**src/hw/rtl/wss_pkg.sv**
```systemverilog
// ----------------------------------------------------------------------------
// Wildcard signature scanner package
// Operation codes, field widths and the transaction record that moves down
// the row of signature cells.
// ----------------------------------------------------------------------------
package wss_pkg;

    localparam int SIG_W  = 4;   // width of a signature slot number
    localparam int POS_W  = 5;   // width of an element position
    localparam int BYTE_W = 8;

    typedef enum logic [1:0] {
        OP_WRITE = 2'd0,
        OP_START = 2'd1,
        OP_SCAN  = 2'd2,
        OP_NONE  = 2'd3
    } op_t;

    // One transaction as it travels through the cells. The hit fields are
    // filled in by the first cell that completes, so lower slots win.
    typedef struct packed {
        logic              valid;
        op_t               op;
        logic [SIG_W-1:0]  sig_index;
        logic [POS_W-1:0]  pos;
        logic [BYTE_W-1:0] data;
        logic              wild;
        logic              is_final;
        logic              is_last;
        logic              inject;
        logic              anchored;
        logic              hit;
        logic [SIG_W-1:0]  hit_sig;
        logic              ahit;
        logic [SIG_W-1:0]  ahit_sig;
    } wss_tok_t;

endpackage

```
**src/hw/rtl/wss_report.sv**
```systemverilog
// ----------------------------------------------------------------------------
// Scan result stage
// Takes transactions from the end of the cell row, keeps the halt flag and
// holds the result register toward the output channel.
// ----------------------------------------------------------------------------
module wss_report
    import wss_pkg::*;
(
    input  logic             clk,
    input  logic             rst_n,
    input  wss_tok_t         tok,
    input  logic             out_stall,
    output logic             advance,
    output logic             out_valid,
    output logic             found,
    output logic [SIG_W-1:0] matched_sig
);

    logic             halted_reg;
    logic             out_valid_reg;
    logic             found_reg;
    logic [SIG_W-1:0] matched_reg;
    logic             pending;
    logic             res_found;
    logic [SIG_W-1:0] res_sig;

    always_comb
    begin
        pending = tok.valid && (tok.op == OP_SCAN) && !halted_reg
                  && (tok.anchored ? tok.is_last : (tok.hit || tok.is_last));
        // The row only freezes when a result must be written and the
        // register still holds one that the sink refuses.
        advance   = !(pending && out_valid_reg && out_stall);
        res_found = tok.anchored ? tok.ahit : tok.hit;
        if (!res_found)
        begin
            res_sig = '0;
        end
        else if (tok.anchored)
        begin
            res_sig = tok.ahit_sig;
        end
        else
        begin
            res_sig = tok.hit_sig;
        end
    end

    always_ff @(posedge clk or negedge rst_n)
    begin
        if (!rst_n)
        begin
            halted_reg    <= 1'b0;
            out_valid_reg <= 1'b0;
        end
        else
        begin
            if (advance && tok.valid)
            begin
                if (tok.op == OP_START)
                begin
                    halted_reg <= 1'b0;
                end
                else if (pending)
                begin
                    halted_reg <= 1'b1;
                end
            end
            if (advance && pending)
            begin
                out_valid_reg <= 1'b1;
            end
            else if (!out_stall)
            begin
                out_valid_reg <= 1'b0;
            end
        end
    end

    always_ff @(posedge clk)
    begin
        if (advance && pending)
        begin
            found_reg   <= res_found;
            matched_reg <= res_sig;
        end
    end

    assign out_valid   = out_valid_reg;
    assign found       = found_reg;
    assign matched_sig = matched_reg;

endmodule

```
**config.mk**
```make
export PLATFORM = sky130hd
export DESIGN_NAME = wss_report
export DESIGN_NICKNAME = d
export VERILOG_FILES = /design/src/hw/rtl/wss_pkg.sv /design/src/hw/rtl/wss_report.sv
export SDC_FILE = /design/constraint.sdc
export NUM_CORES = 1
export LEC_CHECK = 0
export BUFFER_PORTS_ARGS = -buffer_cell sky130_fd_sc_hd__buf_2
export CAP_MARGIN = 20
export CORE_AREA = 2 2 39 41
export CTS_CLUSTER_DIAMETER = 100
export DETAILED_ROUTE_END_ITERATION = 10
export DIE_AREA = 0 0 41 43
export PLACE_DENSITY = 0.7
export RECOVER_POWER = 50
export SETUP_SLACK_MARGIN = 0.2
export SLEW_MARGIN = 10
export SYNTH_ARGS = -nofsm -noshare
export SYNTH_HDL_FRONTEND = slang
export SYNTH_SLANG_ARGS = --single-unit
export TNS_END_PERCENT = 20
```
**constraint.sdc**
```tcl
create_clock -name clk -period 1.6 [get_ports clk]
set_input_delay 0.08 -clock clk [delete_from_list [all_inputs] [get_ports clk]]
set_output_delay 0.08 -clock clk [all_outputs]
set_load 0.03 [all_outputs]
```
==> metrics.cfg <==
[cells_and_area]
final_common_cell=buf_2
final_nets=96
drive_above_1_share=0.4386
syn_to_final_growth_pct=42.46
diodes=0
largest_reg_flops=4
fillers=156
mostFrequentLayoutCells=21 x buf_2, 5 x edfxtp_1, 4 x mux2i_1, 4 x nor2_1, 4 x clkbuf_1

[synth]
synth_area_per_cell_um2=12.30
syn_area_um2=356.6
synth_compound_area_frac=0.1088
yosys.area_share.simple=0.1649
synthDistinctLibCells=15
synth_top_family_by_area=simple AND/OR/NAND/NOR gates
ys_ff_latch=7
synth_cells=29
yosys_warnings=0
synth_mux_area_frac=0.1123
synth_xor_area_frac=0
yosys.area_share.adder=0
yosysSeqAreaShare=0.5614
synth_fp_nets=67

[placement]
gp_congestion=0.6801
port_buffers=24
dpl.hpwl_um=626.7

[timing]
fin_skew_ns=0.002029
grt_setup_unrepaired=yes
finalMaxSlewViolations=0
whs_ns=0.1187
max-slew-margin-rel=0.7519
tightestPinTransition_ns=0.3722
period_minus_slack_ns=1.359
hold_violations=0
setup_violations=0
final.setup.tns_ns=0
finalCritPeriodShare=0.8494
fmax_ghz=0.7358

[global_route]
grt_use_met3=0.01571
track_usage=0.1031
grt-ovfl-total=0
use_met1=0.08882
grt_pass1_wl_um=1124
grt_max_degree=7
grtUsageMet2=0.1594
antenna_found_initial=0
grt_pass1_vias=302
top_usage_layer=met2

[cts]
clock_path_buffers=2
clk_pin_slew_ns=0.05
cts.root.buffer_cell=clkbuf_4
clock_latency_ns=0.24
postCtsSetupBuffers=0
clock_sinks=7
htreeDepth=1
cts_tree=built
cts_buffers=3

[min_path]
hold_end=out_valid$_DFFE_PN0P_
min-delay-start=out_stall
hold_path_depth=3
hold_class=primary input to flop

[floorplan]
io_pins=45
start_util=0.2577
die_w_um=41
die-area_um2=1763
core_area_um2=1384
die_h_um=43
placementRows=14

[power]
static-leakage-power_nw=0.2473
finalPower_w=0.0004311
swShare=0.2319
p_per_area_nw_per_um2=848.6
power.switching_w=0.00009996
peakVddDrop_mv=0.1843
p_clk_frac=0.359
intPower_w=0.0003311
power_frac_comb=0.156
p_seq_frac=0.485

[drt]
wl_per_cell_um=10.29
antenna_left=0
vias_per_cell=4.397
drt_iter0_drc=4
dr.pass1.iters=4
drc_errors=0
vias=321
routed_wl_um=751

[run]
max_cap_viol_count=0

[worst_setup_path]
start_kind=flop
arrival_ns=1.28
crit_chain=inv_1 > o2111ai_1 > or2_1 > buf_2
crit_required_ns=1.52
cp_slowest_stage_delay_ns=0.37
r2r_cells=3
rr_startpoint=halted_reg$_DFFE_PN0P_
rrSetupSlack_ns=0.37
reg2reg_to=found$_DFFE_PP_
worstPathMaxFanout=3
crit_type=flop to primary output
cp_slowest_cell=dfrtp_1
end_kind=primary output

[outcome]
status=finished, final reports clean

cells by family after synthesis:
group	after synthesis
simple gates	10
flops	7
compound gates	5
mux	4
buf+inv	3
critical path: cells and delay by family, from the launching register on:
| family | cells | cell delay, ns |
|---|---|---|
| DFF | 1 | 0.37 |
| buffers and inverters | 2 | 0.25 |
| AOI/OAI and AO/OA | 1 | 0.17 |
| and+or+nand+nor | 1 | 0.25 |
area by class of cell:
class                      count  area, um2  share of cell area
sequential                     7      200.2              0.3941
clock buffer                   4      26.28             0.05172
multi-input combinational     19      127.6              0.2512
timing repair buffer          25      126.4              0.2488
inverter                       2      7.507             0.01478
tap                           16      20.02             0.03941
synth_stat cells:
| cell | instances | area share |
|---|---|---|
| o2111ai_1 | 1 | 0.025 |
| and3b_1 | 1 | 0.025 |
| o21ai_0 | 1 | 0.014 |
| and2b_1 | 1 | 0.021 |
| or2_1 | 1 | 0.018 |
| nand2_1 | 2 | 0.021 |
| edfxtp_1 | 5 | 0.42 |
| mux2i_1 | 4 | 0.11 |
| o2111ai_2 | 1 | 0.042 |
| dfrtp_1 | 2 | 0.14 |
| nor2b_4 | 1 | 0.039 |
| buf_6 | 1 | 0.032 |
| a21oi_1 | 2 | 0.028 |
| nor2_1 | 4 | 0.042 |
| inv_1 | 2 | 0.021 |
how the worst max path moves through the flow:
stage	from	to	slack (ns)	cells past startpoint
2_1_floorplan	halted_reg$_DFFE_PN0P_	found$_DFFE_PP_	0.40	3
3_3_place_gp	halted_reg$_DFFE_PN0P_	matched_sig[0]$_SDFFCE_PN0P_	0.29	3
3_5_place_dp	halted_reg$_DFFE_PN0P_	matched_sig[1]$_SDFFCE_PN0P_	0.23	3
4_1_cts	halted_reg$_DFFE_PN0P_	found$_DFFE_PP_	0.22	3
5_1_grt	halted_reg$_DFFE_PN0P_	advance	0.14	4
6_report	halted_reg$_DFFE_PN0P_	advance	0.24	4
timing repair:
item / 4_1_cts / 5_1_grt
hold endpoints to repair: 2 / 0
endpoints found under the setup margin: 0 / 5
hold buffers: 1 / 0
gates resized for setup: 0 / 1
per-layer routing:
metal | share of wire | up-vias
met2 | 0.51 | 15
met4 | 0.035 | 0
met1 | 0.38 | 144
met5 | 0 | -
li1 | - | 160
met3 | 0.075 | 2
power by group through the flow:
stage / clock, W / combinational [W] / sequential, W
2_1_floorplan: 0 / 0.0000321 / 0.000220
3_3_place_gp: 0 / 0.0000677 / 0.000212
6_report: 0.000155 / 0.0000671 / 0.000209
5_1_grt: 0.000174 / 0.0000753 / 0.000210
4_1_cts: 0.000158 / 0.0000723 / 0.000209
3_5_place_dp: 0 / 0.0000702 / 0.000212
per-stage QoR:
| step | area, um2 | utilization | setup WS (ns) | std cells |
|---|---|---|---|---|
| after CTS | 521.8 | 0.3770 | 0.2170 | 73 |
| after floorplan | 356.6 | - | 0.3987 | 29 |
| after global placement | 485.5 | 0.3508 | 0.2869 | 68 |
| final | 508.0 | 0.3671 | 0.2409 | 73 |
| after detailed placement | 485.5 | 0.3508 | 0.2258 | 68 |
| after global routing | 508.0 | 0.3671 | 0.1421 | 73 |
Note: power is estimated with default switching activity, not from simulation.
