--- src/hw/rtl/wss_pkg.sv ---
// ----------------------------------------------------------------------------
// Wildcard signature scanner package
// Operation codes, field widths and the transaction record that moves down
// the row of signature cells.
// ----------------------------------------------------------------------------
package wss_pkg;

    localparam int SIG_W  = 4;   // width of a signature slot number
    localparam int POS_W  = 5;   // width of an element position
    localparam int BYTE_W = 8;

    typedef enum logic [1:0] {
        OP_WRITE = 2'd0,
        OP_START = 2'd1,
        OP_SCAN  = 2'd2,
        OP_NONE  = 2'd3
    } op_t;

    // One transaction as it travels through the cells. The hit fields are
    // filled in by the first cell that completes, so lower slots win.
    typedef struct packed {
        logic              valid;
        op_t               op;
        logic [SIG_W-1:0]  sig_index;
        logic [POS_W-1:0]  pos;
        logic [BYTE_W-1:0] data;
        logic              wild;
        logic              is_final;
        logic              is_last;
        logic              inject;
        logic              anchored;
        logic              hit;
        logic [SIG_W-1:0]  hit_sig;
        logic              ahit;
        logic [SIG_W-1:0]  ahit_sig;
    } wss_tok_t;

endpackage

--- src/hw/rtl/wss_cell.sv ---
// ----------------------------------------------------------------------------
// Signature cell
// Holds one signature (elements, length, enable), its shift-and progress
// vector and its anchored hit flag. Updates them from the transaction at its
// input and passes the transaction on to the next cell through a register.
// ----------------------------------------------------------------------------
module wss_cell
    import wss_pkg::*;
#(
    parameter int MAX_SIG_LEN = 32,
    parameter int CELL_IDX    = 0
)
(
    input  logic     clk,
    input  logic     rst_n,
    input  logic     advance,
    input  wss_tok_t tok_in,
    output wss_tok_t tok_out
);

    localparam int LPOS_W = (MAX_SIG_LEN > 1) ? $clog2(MAX_SIG_LEN) : 1;
    // Only slots that the slot number field can address are ever loaded.
    localparam bit REACHABLE = (CELL_IDX < (1 << SIG_W));

    typedef logic [MAX_SIG_LEN-1:0] vec_t;

    logic [BYTE_W:0]   elem_reg [MAX_SIG_LEN];
    logic [LPOS_W-1:0] final_pos_reg;
    logic              enabled_reg;
    vec_t              prog_reg;
    logic              ahit_reg;
    wss_tok_t          tok_reg;
    wss_tok_t          tok_next;

    vec_t              accept;
    vec_t              step;
    logic              complete;
    logic              ahit_next;
    logic              sel;
    logic              do_write;
    logic [LPOS_W-1:0] wr_pos;

    always_comb
    begin
        for (int k = 0; k < MAX_SIG_LEN; k++)
        begin
            accept[k] = (elem_reg[k][BYTE_W] || (elem_reg[k][BYTE_W-1:0] == tok_in.data))
                        && (k <= int'(final_pos_reg));
        end
        step      = ((prog_reg << 1) | vec_t'(tok_in.inject)) & accept;
        complete  = enabled_reg && step[final_pos_reg];
        sel       = tok_in.valid && advance;
        wr_pos    = LPOS_W'(tok_in.pos);
        do_write  = REACHABLE && (tok_in.op == OP_WRITE)
                    && (tok_in.sig_index == SIG_W'(CELL_IDX))
                    && (int'(tok_in.pos) < MAX_SIG_LEN);
        ahit_next = ahit_reg || ((tok_in.op == OP_SCAN) && complete && tok_in.anchored);

        tok_next = tok_in;
        if (tok_in.op == OP_SCAN)
        begin
            if (complete && !tok_in.anchored && !tok_in.hit)
            begin
                tok_next.hit     = 1'b1;
                tok_next.hit_sig = SIG_W'(CELL_IDX);
            end
            if (ahit_next && !tok_in.ahit)
            begin
                tok_next.ahit     = 1'b1;
                tok_next.ahit_sig = SIG_W'(CELL_IDX);
            end
        end
    end

    always_ff @(posedge clk or negedge rst_n)
    begin
        if (!rst_n)
        begin
            enabled_reg <= 1'b0;
            prog_reg    <= '0;
            ahit_reg    <= 1'b0;
        end
        else if (sel)
        begin
            case (tok_in.op)
                OP_WRITE:
                begin
                    if (do_write && tok_in.is_final)
                    begin
                        enabled_reg <= 1'b1;
                        prog_reg    <= '0;
                    end
                end
                OP_START:
                begin
                    prog_reg <= '0;
                    ahit_reg <= 1'b0;
                end
                OP_SCAN:
                begin
                    if (enabled_reg)
                    begin
                        prog_reg <= step;
                        ahit_reg <= ahit_next;
                    end
                end
                default:
                begin
                end
            endcase
        end
    end

    // Element storage and length hold no reset; they are loaded before use.
    always_ff @(posedge clk)
    begin
        if (sel && do_write)
        begin
            elem_reg[wr_pos] <= {tok_in.wild, tok_in.data};
            if (tok_in.is_final)
            begin
                final_pos_reg <= wr_pos;
            end
        end
    end

    always_ff @(posedge clk or negedge rst_n)
    begin
        if (!rst_n)
        begin
            tok_reg <= '0;
        end
        else if (advance)
        begin
            tok_reg <= tok_next;
        end
    end

    assign tok_out = tok_reg;

endmodule

--- config.mk ---
export PLATFORM = sky130hd
export DESIGN_NAME = wss_cell
export DESIGN_NICKNAME = d
export VERILOG_FILES = /design/src/hw/rtl/wss_pkg.sv /design/src/hw/rtl/wss_cell.sv
export SDC_FILE = /design/constraint.sdc
export NUM_CORES = 1
export LEC_CHECK = 0
export ABC_AREA = 1
export BUFFER_PORTS_ARGS = -buffer_cell sky130_fd_sc_hd__buf_4
export CAP_MARGIN = 20
export CELL_PAD_IN_SITES_DETAIL_PLACEMENT = 0
export CELL_PAD_IN_SITES_GLOBAL_PLACEMENT = 1
export CORE_MARGIN = 3
export CORE_UTILIZATION = 55
export CTS_BUF_LIST = sky130_fd_sc_hd__clkbuf_4
export CTS_CLUSTER_DIAMETER = 200
export CTS_CLUSTER_SIZE = 16
export DETAILED_ROUTE_END_ITERATION = 10
export PLACE_DENSITY_LB_ADDON = 0.15
export REMOVE_ABC_BUFFERS = 1
export SLEW_MARGIN = 25
export SYNTH_ARGS = -nofsm -noshare
export SYNTH_HDL_FRONTEND = slang
export SYNTH_SLANG_ARGS = --single-unit
--- constraint.sdc ---
create_clock -name clk -period 2.9 [get_ports clk]
set_input_delay 0.58 -clock clk [delete_from_list [all_inputs] [get_ports clk]]
set_output_delay 0.58 -clock clk [all_outputs]
set_load 0.01 [all_outputs]
==> results by group, run 1 <==
Run status
  – Status: finished clean

Setup path
  – Category of the worst setup path launch point: register
  – Reg-to-reg slack, setup: 0.37 ns
  – Critical Path Sink: tok_out[3]
  – Worst r2r src: final_pos_reg[1]
  – Kind of cell adding the most delay to the critical path: simple AND/OR/NAND/NOR gates
  – Largest driver fanout on the critical path: 8
  – Endpoint type of the worst setup path: register
  – Cell type of the slowest stage on the worst timing path: sky130_fd_sc_hd__edfxtp_1
  – Largest stage delay on the critical path: 0.57 ns
  – Worst r2r path cells: 17
  – Worst path depth: 17
  – Arrival time worst endpoint: approximately 3.2 ns
  – Most frequent cell on the critical path: sky130_fd_sc_hd__nand2_1
  – Endpoint of the worst-slack reg-to-reg timing path: tok_out[3]
  – Data required time at the worst endpoint: 3.55 ns
  – Number of buffers and inverters on the critical path: 1
  – Category of the critical setup timing path: reg2reg
  – Launch point of the worst path: final_pos_reg[1]
  – List of cells traversed by the critical path: inv_2 > nand2_1 > nor2_1 > a211oi_1 > nand2_1 > nand2_1 > nand2_1 > nor2_1 > nor2_1 > nor2_1 > nand2_1 > nand2_1 > nand4_1 > nand2_2 > nand3_2 > nand2_1 > nand2_1

Detailed routing
  – Number of DRC markers after the initial detailed-route iteration: 794
  – Detailed Route WL: 34.7 mm
  – Total number of vias: 10100
  – Number of remaining DRC errors: 0
  – Average vias per placed instance: 5.01
  – Pre-antenna DRT Iters: 6
  – Average wire per standard cell: 17.2 um
  – DRT antenna net count: 0

Cells and area
  – Max reg flops: 288
  – Cell Count, Final, Fillers Out: 2011
  – Final Util: 0.628
  – Total number of nets in the final design: around 1600
  – Layout overhead on the synthesized area: 11.7%
  – Layout cell share with drive strength beyond 1: 0.137

Synthesis
  – Number of warning messages in the yosys log: 0
  – Cell count after synthesis: between 1000 and 1500
  – Compound-Gate Fraction of Synth Area: 0.0244
  – Simple-gate share of the synthesized area: 0.151
  – Mapped cell area: 16300 um2
  – Number of enable-type register cells in the synthesized netlist: 293
  – Sequential share of the synthesized area: 0.645
  – Mean Syn Cell Area: 11.2 um2
  – Xor and xnor area share after synthesis: 0.122
  – Share of flip-flops with an asynchronous set or reset after synthesis: 0.188
  – Multiplexer fraction of the synthesized cell area: 0
  – Adder-Cell Fraction of Synth Area: 0
  – Flops & latches, synth: 361
  – Dominant combinational cell family by area after synthesis: simple AND/OR/NAND/NOR gates
  – Flip-flop cell with the highest count after synthesis: sky130_fd_sc_hd__edfxtp_1
  – Count of cell types in the netlist: 33

Clock network
  – Max clock buf depth: 3
  – Clock latency on the worst-skew pair: 0.73 ns
  – Clk pin slew, worst setup/hold paths: approximately 0.17 ns
  – Cts bufs inserted: 26
  – Buffer type at the clock tree root: sky130_fd_sc_hd__clkbuf_4
  – Post CTS Setup Buffer Count: 0
  – Number of levels in the clock H-tree: 1
  – Clock net sink count: ~360
  – TritonCTS clock tree: yes

Floorplan
  – Horizontal die dimension: 178 um
  – DIE HEIGHT: ~180 um
  – Site row count: 62
  – Total Die Area: 31700 um2
  – Ports placed on the boundary: between 70 and 80
  – Initial cell density of the core: 0.562
  – Placeable core region: 28900 um2

Placed design
  – Placed instance count: 1952
  – Half-perimeter wire length after detailed placement: approximately 24 mm
  – Pre-CTS setup slack: -0.0352 ns
  – Routability Congestion: approximately 0.9
  – IO Port Bufs: about 70

GRT
  – Number of global-route vias before repair: 9961
  – Pin count of the biggest net entering global routing: 69
  – Initial antenna violation count: 2
  – Global-route wire length before repair: 55.0 mm
  – Combined global-route utilization of all metal layers: 0.224
  – Residual overflow from global routing: 0

Pwr
  – Power after layout: roughly 8.7 mW
  – Peak supply drop: 0.428 mV
  – Power density cells: 477 nW/um2
  – Leakage power of the design: 7.08 nW

Timing
  – Unrepaired setup endpoints after global routing: false
  – Clock skew after layout: 0.0261 ns
  – Count of final max-slew check failures: 0
  – Final hold viol count: 0
  – Setup ws final: about 0.37 ns
  – Post-route fraction of the period consumed by the critical path: 0.872
  – Relative slew slack: 0.373
  – Transition time at the pin with the least slew margin: approximately 0.94 ns
  – Final Hold Slack: 0.0746 ns
  – Max Fclk: just under 400 MHz
  – Finish-stage setup viols: 0
  – Shortest period the worst path allows: approximately 2.5 ns

Min path
  – Worst min path class: in2reg

Run
  – Reported max-cap violation count: 0
-- worst min path at each step --
stage,end,start,cells after the start
2_1_floorplan,ahit_reg,rst_n,0
3_3_place_gp,enabled_reg,enabled_reg,2
3_5_place_dp,enabled_reg,enabled_reg,2
5_1_grt,final_pos_reg[2],tok_in[25],1
6_report,final_pos_reg[2],tok_in[25],1
4_1_cts,tok_out[34],tok_in[34],3
-- final cells by class --
class	count	area (um2)
Fill cell	2354	10800
Sequential cell	361	10500
Multi-Input combinational cell	921	4850
Timing Repair Buffer	170	1520
Tap cell	384	480
Inverter	127	477
Clock buffer	46	345
Clock inverter	1	8.76
Antenna cell	1	2.50
-- logic make-up after synthesis --
kind of cell / after synthesis
XOR/XNOR: 227
AO/OA/AOI/OAI: 67
buffers and inverters: 176
AND/OR/NAND/NOR: 627
flip-flops: 361
-- synthesized netlist by cell type (3+ instances only) --
library cell / number / share of area
sky130_fd_sc_hd__nand2_1: 436 / 0.10
sky130_fd_sc_hd__edfxtp_1: 293 / 0.54
sky130_fd_sc_hd__xnor2_1: 227 / 0.12
sky130_fd_sc_hd__nor2_1: 139 / 0.032
sky130_fd_sc_hd__inv_1: 123 / 0.028
sky130_fd_sc_hd__dfrtp_1: 68 / 0.10
sky130_fd_sc_hd__buf_6: 30 / 0.021
sky130_fd_sc_hd__o21ai_0: 29 / 0.0089
sky130_fd_sc_hd__nand3_1: 28 / 0.0086
sky130_fd_sc_hd__o22ai_1: 23 / 0.0088
sky130_fd_sc_hd__clkbuf_1: 11 / 0.0025
sky130_fd_sc_hd__a211oi_1: 7 / 0.0032
sky130_fd_sc_hd__nand4_1: 6 / 0.0023
sky130_fd_sc_hd__nor3_1: 6 / 0.0018
sky130_fd_sc_hd__a21oi_1: 4 / 0.0012
sky130_fd_sc_hd__buf_2: 4 / 0.0012
sky130_fd_sc_hd__inv_2: 4 / 0.00092
sky130_fd_sc_hd__nand2_2: 3 / 0.0012
sky130_fd_sc_hd__or2_2: 3 / 0.0012
-- cell usage in the layout (no fill, tap or decap), types with 3 or more instances in the layout --
cell and count:
sky130_fd_sc_hd__nand2_1 436, sky130_fd_sc_hd__edfxtp_1 293, sky130_fd_sc_hd__xnor2_1 227, sky130_fd_sc_hd__buf_4 142
sky130_fd_sc_hd__nor2_1 139, sky130_fd_sc_hd__inv_1 123, sky130_fd_sc_hd__dfrtp_1 68, sky130_fd_sc_hd__clkbuf_4 46
sky130_fd_sc_hd__o21ai_0 29, sky130_fd_sc_hd__nand3_1 28, sky130_fd_sc_hd__o22ai_1 23, sky130_fd_sc_hd__buf_12 17
sky130_fd_sc_hd__dlygate4sd3_1 11, sky130_fd_sc_hd__a211oi_1 7, sky130_fd_sc_hd__nand4_1 6, sky130_fd_sc_hd__nor3_1 6
sky130_fd_sc_hd__inv_2 4, sky130_fd_sc_hd__a21oi_1 4, sky130_fd_sc_hd__nand2_2 3, sky130_fd_sc_hd__or2_2 3
-- stage by stage --
stage               TNS (ns)  area [um2]
floorplan                  0       15800
global placement           0       17700
detailed placement    -0.124       17700
CTS                        0       18200
global route               0       18200
finish                     0       18200
-- metal layers --
metal	track usage	wire length [um]	vias up
met2	0.358	15700	272
li1	-	-	4994
met3	0.0341	2330	53
met5	0	14	-
met1	0.325	15900	4752
met4	0.0573	764	2
-- worst register-to-register path, delay by kind of cell, from the launching register on --
family / cells / cell delay [ns]
flops: 1 / 0.57
compound gates: 1 / 0.31
simple gates: 15 / 1.42
buf+inv: 1 / 0.13
-- where the power goes --
part / switching (mW) / internal, mW
clock network: 1.51 / 0.712
logic: 0.433 / 0.330
registers: 0.0288 / 5.65
total: 1.97 / 6.69
-- timing repair --
item | 4_1_cts | 5_1_grt
resized for setup | 0 | 0
hold endpoints to repair | 78 | 0
hold buffers | 11 | 0
(Power assumes the default switching activity.)
==> run 2: changes to the inputs <==
--- a/config.mk
+++ b/config.mk
@@ -16,7 +16,7 @@
 export CTS_CLUSTER_DIAMETER = 200
 export CTS_CLUSTER_SIZE = 16
 export DETAILED_ROUTE_END_ITERATION = 10
-export PLACE_DENSITY_LB_ADDON = 0.15
+export PLACE_DENSITY_LB_ADDON = 0.05
 export REMOVE_ABC_BUFFERS = 1
 export SLEW_MARGIN = 25
 export SYNTH_ARGS = -nofsm -noshare
==> results by group, run 2 (synthesis results as in run 1) <==
Detailed routing
  – Pre-antenna DRT Iters: 5 (was 6)
  – Number of DRC markers after the initial detailed-route iteration: 692 (was 794)
  – Number of remaining DRC errors: 0 (unchanged)
  – Total number of vias: 10100 (about the same)
  – Average vias per placed instance: 5.04 (was 5.01)
  – DRT antenna net count: 0 (unchanged)
  – Detailed Route WL: 35.2 mm (was 34.7 mm)
  – Average wire per standard cell: 17.5 um (was 17.2 um)

Clock network
  – Clk pin slew, worst setup/hold paths: 0.17 ns (about the same)
  – Number of levels in the clock H-tree: 1 (unchanged)
  – Post CTS Setup Buffer Count: 0 (unchanged)
  – Clock net sink count: 361 (unchanged)
  – Cts bufs inserted: 26 (unchanged)
  – Buffer type at the clock tree root: sky130_fd_sc_hd__clkbuf_4 (unchanged)
  – Max clock buf depth: 3 (unchanged)
  – Clock latency on the worst-skew pair: 0.74 ns (was 0.73 ns)
  – TritonCTS clock tree: yes (unchanged)

Floorplan
  – Placeable core region: 28900 um2 (unchanged)
  – Initial cell density of the core: 0.562 (unchanged)
  – Total Die Area: 31700 um2 (unchanged)
  – Ports placed on the boundary: 73 (unchanged)
  – DIE HEIGHT: 178 um (unchanged)
  – Site row count: 62 (unchanged)
  – Horizontal die dimension: 178 um (unchanged)

Timing
  – Max Fclk: 370 MHz (was 395 MHz)
  – Transition time at the pin with the least slew margin: 0.694 ns (was 0.940 ns)
  – Post-route fraction of the period consumed by the critical path: 0.932 (was 0.872)
  – Clock skew after layout: 0.0311 ns (was 0.0261 ns)
  – Finish-stage setup viols: 0 (unchanged)
  – Count of final max-slew check failures: 0 (unchanged)
  – Final hold viol count: 0 (unchanged)
  – Relative slew slack: 0.535 (was 0.373)
  – Shortest period the worst path allows: 2.70 ns (was 2.53 ns)
  – Final Hold Slack: 0.0596 ns (was 0.0746 ns)
  – Final TNS setup: 0 ns (unchanged)
  – Unrepaired setup endpoints after global routing: false (unchanged)

GRT
  – Pin count of the biggest net entering global routing: 69 (unchanged)
  – Number of global-route vias before repair: 9816 (was 9961)
  – Initial antenna violation count: 2 (unchanged)
  – Combined global-route utilization of all metal layers: 0.225 (was 0.224)
  – Residual overflow from global routing: 0 (unchanged)
  – Global-route wire length before repair: 55.4 mm (was 55.0 mm)

Cells and area
  – Cell Count, Final, Fillers Out: 2015 (was 2011)
  – Layout cell share with drive strength beyond 1: 0.141 (was 0.137)
  – Area of all sequential standard cells: 10500 um2 (unchanged)
  – Commonest cells after routing, fill and taps aside: sky130_fd_sc_hd__nand2_1 (436), sky130_fd_sc_hd__edfxtp_1 (293), sky130_fd_sc_hd__xnor2_1 (227) (unchanged)
  – Final Util: 0.628 (unchanged)
  – Max reg flops: 288 (unchanged)
  – Total number of nets in the final design: 1647 (was 1645)
  – Count of filler cells inserted in the layout: 2357 (was 2354)
  – Most common cell after layout, fill and taps aside: sky130_fd_sc_hd__nand2_1 (unchanged)
  – Layout overhead on the synthesized area: 11.7% (unchanged)
  – Non-Filler Cell Area, Final: 18200 um2 (unchanged)
  – Area of the multi-input gates: 4850 um2 (unchanged)

Min path
  – Hold Path Origin: tok_in[30] (was tok_in[25])
  – Worst min path class: in2reg (unchanged)
  – Worst hold path cell count: 3 (was 1)

Setup path
  – Largest driver fanout on the critical path: 8 (unchanged)
  – Launch point of the worst path: final_pos_reg[1] (unchanged)
  – Data required time at the worst endpoint: 3.52 ns (was 3.55 ns)
  – Endpoint type of the worst setup path: register (unchanged)
  – Category of the critical setup timing path: reg2reg (unchanged)
  – Worst r2r path cells: 17 (unchanged)
  – Category of the worst setup path launch point: register (unchanged)
  – Arrival time worst endpoint: 3.33 ns (was 3.18 ns)
  – Worst r2r src: final_pos_reg[1] (unchanged)

Placed design
  – Instance area at placement: 17700 um2 (about the same)
  – Placed instance count: 1956 (was 1952)
  – Half-perimeter wire length after detailed placement: 24.1 mm (was 23.6 mm)
  – Routability Congestion: 0.889 (was 0.900)
  – IO Port Bufs: 72 (unchanged)

Run status
  – Status: finished clean (unchanged)

Pwr
  – Leakage power of the design: 7.09 nW (was 7.08 nW)
  – Cell Int Power: 6.71 mW (was 6.69 mW)
  – Share of total power consumed by net switching: 0.229 (was 0.228)
  – Switching power summed over all nets: 2.00 mW (was 1.97 mW)
  – Part of the power in combinational logic: 0.088 (about the same)
  – Power density cells: 479 nW/um2 (was 477 nW/um2)
  – Peak supply drop: 0.390 mV (was 0.428 mV)
  – Clock network fraction of design power: 0.260 (was 0.257)
  – Seq pwr share: 0.653 (was 0.655)

Run
  – Reported max-cap violation count: 0 (unchanged)
## run 2: cell count changes in the layout (fill, tap and decap cells not counted), sizes merged
cell,change
buf,+5
dlygate4sd3,-3
diode,+1
clkbuf,+1
## run 2: final timing paths
check / endpoint / slack, ns
worst max-delay path: tok_out[2] / 0.20
worst min-delay path: tok_out[30] / 0.06
worst max register to register: tok_out[2] / 0.20
worst min register to register: enabled_reg / 0.47
max in group asynchronous: prog_reg[1] / 2.05
min in group asynchronous: tok_out[22] / 0.25
## run 2: worst max-delay path, cell delays in order, from the launching register on
cell and delay [ns]:
sky130_fd_sc_hd__edfxtp_1 0.65, sky130_fd_sc_hd__inv_2 0.14, sky130_fd_sc_hd__nand2_1 0.16, sky130_fd_sc_hd__nor2_1 0.11, sky130_fd_sc_hd__a211oi_1 0.34, sky130_fd_sc_hd__nand2_1 0.13
sky130_fd_sc_hd__nand2_1 0.07, sky130_fd_sc_hd__nand2_1 0.05, sky130_fd_sc_hd__nor2_1 0.10, sky130_fd_sc_hd__nor2_1 0.06, sky130_fd_sc_hd__nor2_1 0.13, sky130_fd_sc_hd__nand2_1 0.06
sky130_fd_sc_hd__nand2_1 0.11, sky130_fd_sc_hd__nand4_1 0.12, sky130_fd_sc_hd__nand2_2 0.10, sky130_fd_sc_hd__nand3_2 0.10, sky130_fd_sc_hd__nand2_1 0.09, sky130_fd_sc_hd__nand2_1 0.05
## run 2: layout make-up
| cell class | count | area share |
|---|---|---|
| inverter | 127 | 0.0262 |
| antenna | 2 | 0.000275 |
| tap | 384 | 0.0264 |
| clock inverter | 1 | 0.000482 |
| timing repair buffer | 172 | 0.0829 |
| multi-input combinational | 921 | 0.267 |
| sequential | 361 | 0.578 |
| clock buffer | 47 | 0.0194 |
## run 2: power by group through the flow
stage	clock, mW	sequential, mW	combinational (mW)
final	2.26	5.68	0.764
after global routing	2.54	5.69	0.846
after CTS	2.35	5.68	0.772
after detailed placement	0	5.79	0.761
after global placement	0	5.79	0.748
after floorplan	0	5.81	0.285
## run 2: layer usage
metal  GRT usage  vias to the layer above  wire length (um)
met4      0.0373                        2               422
met1       0.337                     4891             16900
met2       0.361                      222             16100
met3      0.0319                       32              1800
li1            -                     5001                 -
met5           0                        -                19
## run 2: timing repair
action,CTS,global route
hold endpoints to repair,75,0
gates resized for setup,0,0
hold buffers,8,0
## run 2: metrics by stage
step	total power [mW]	setup WS, ns
after floorplan	6.10	0.402
after global placement	6.54	0.0309
after detailed placement	6.56	0.0113
after CTS	8.80	0.278
after global routing	9.07	0.0491
final	8.71	0.198
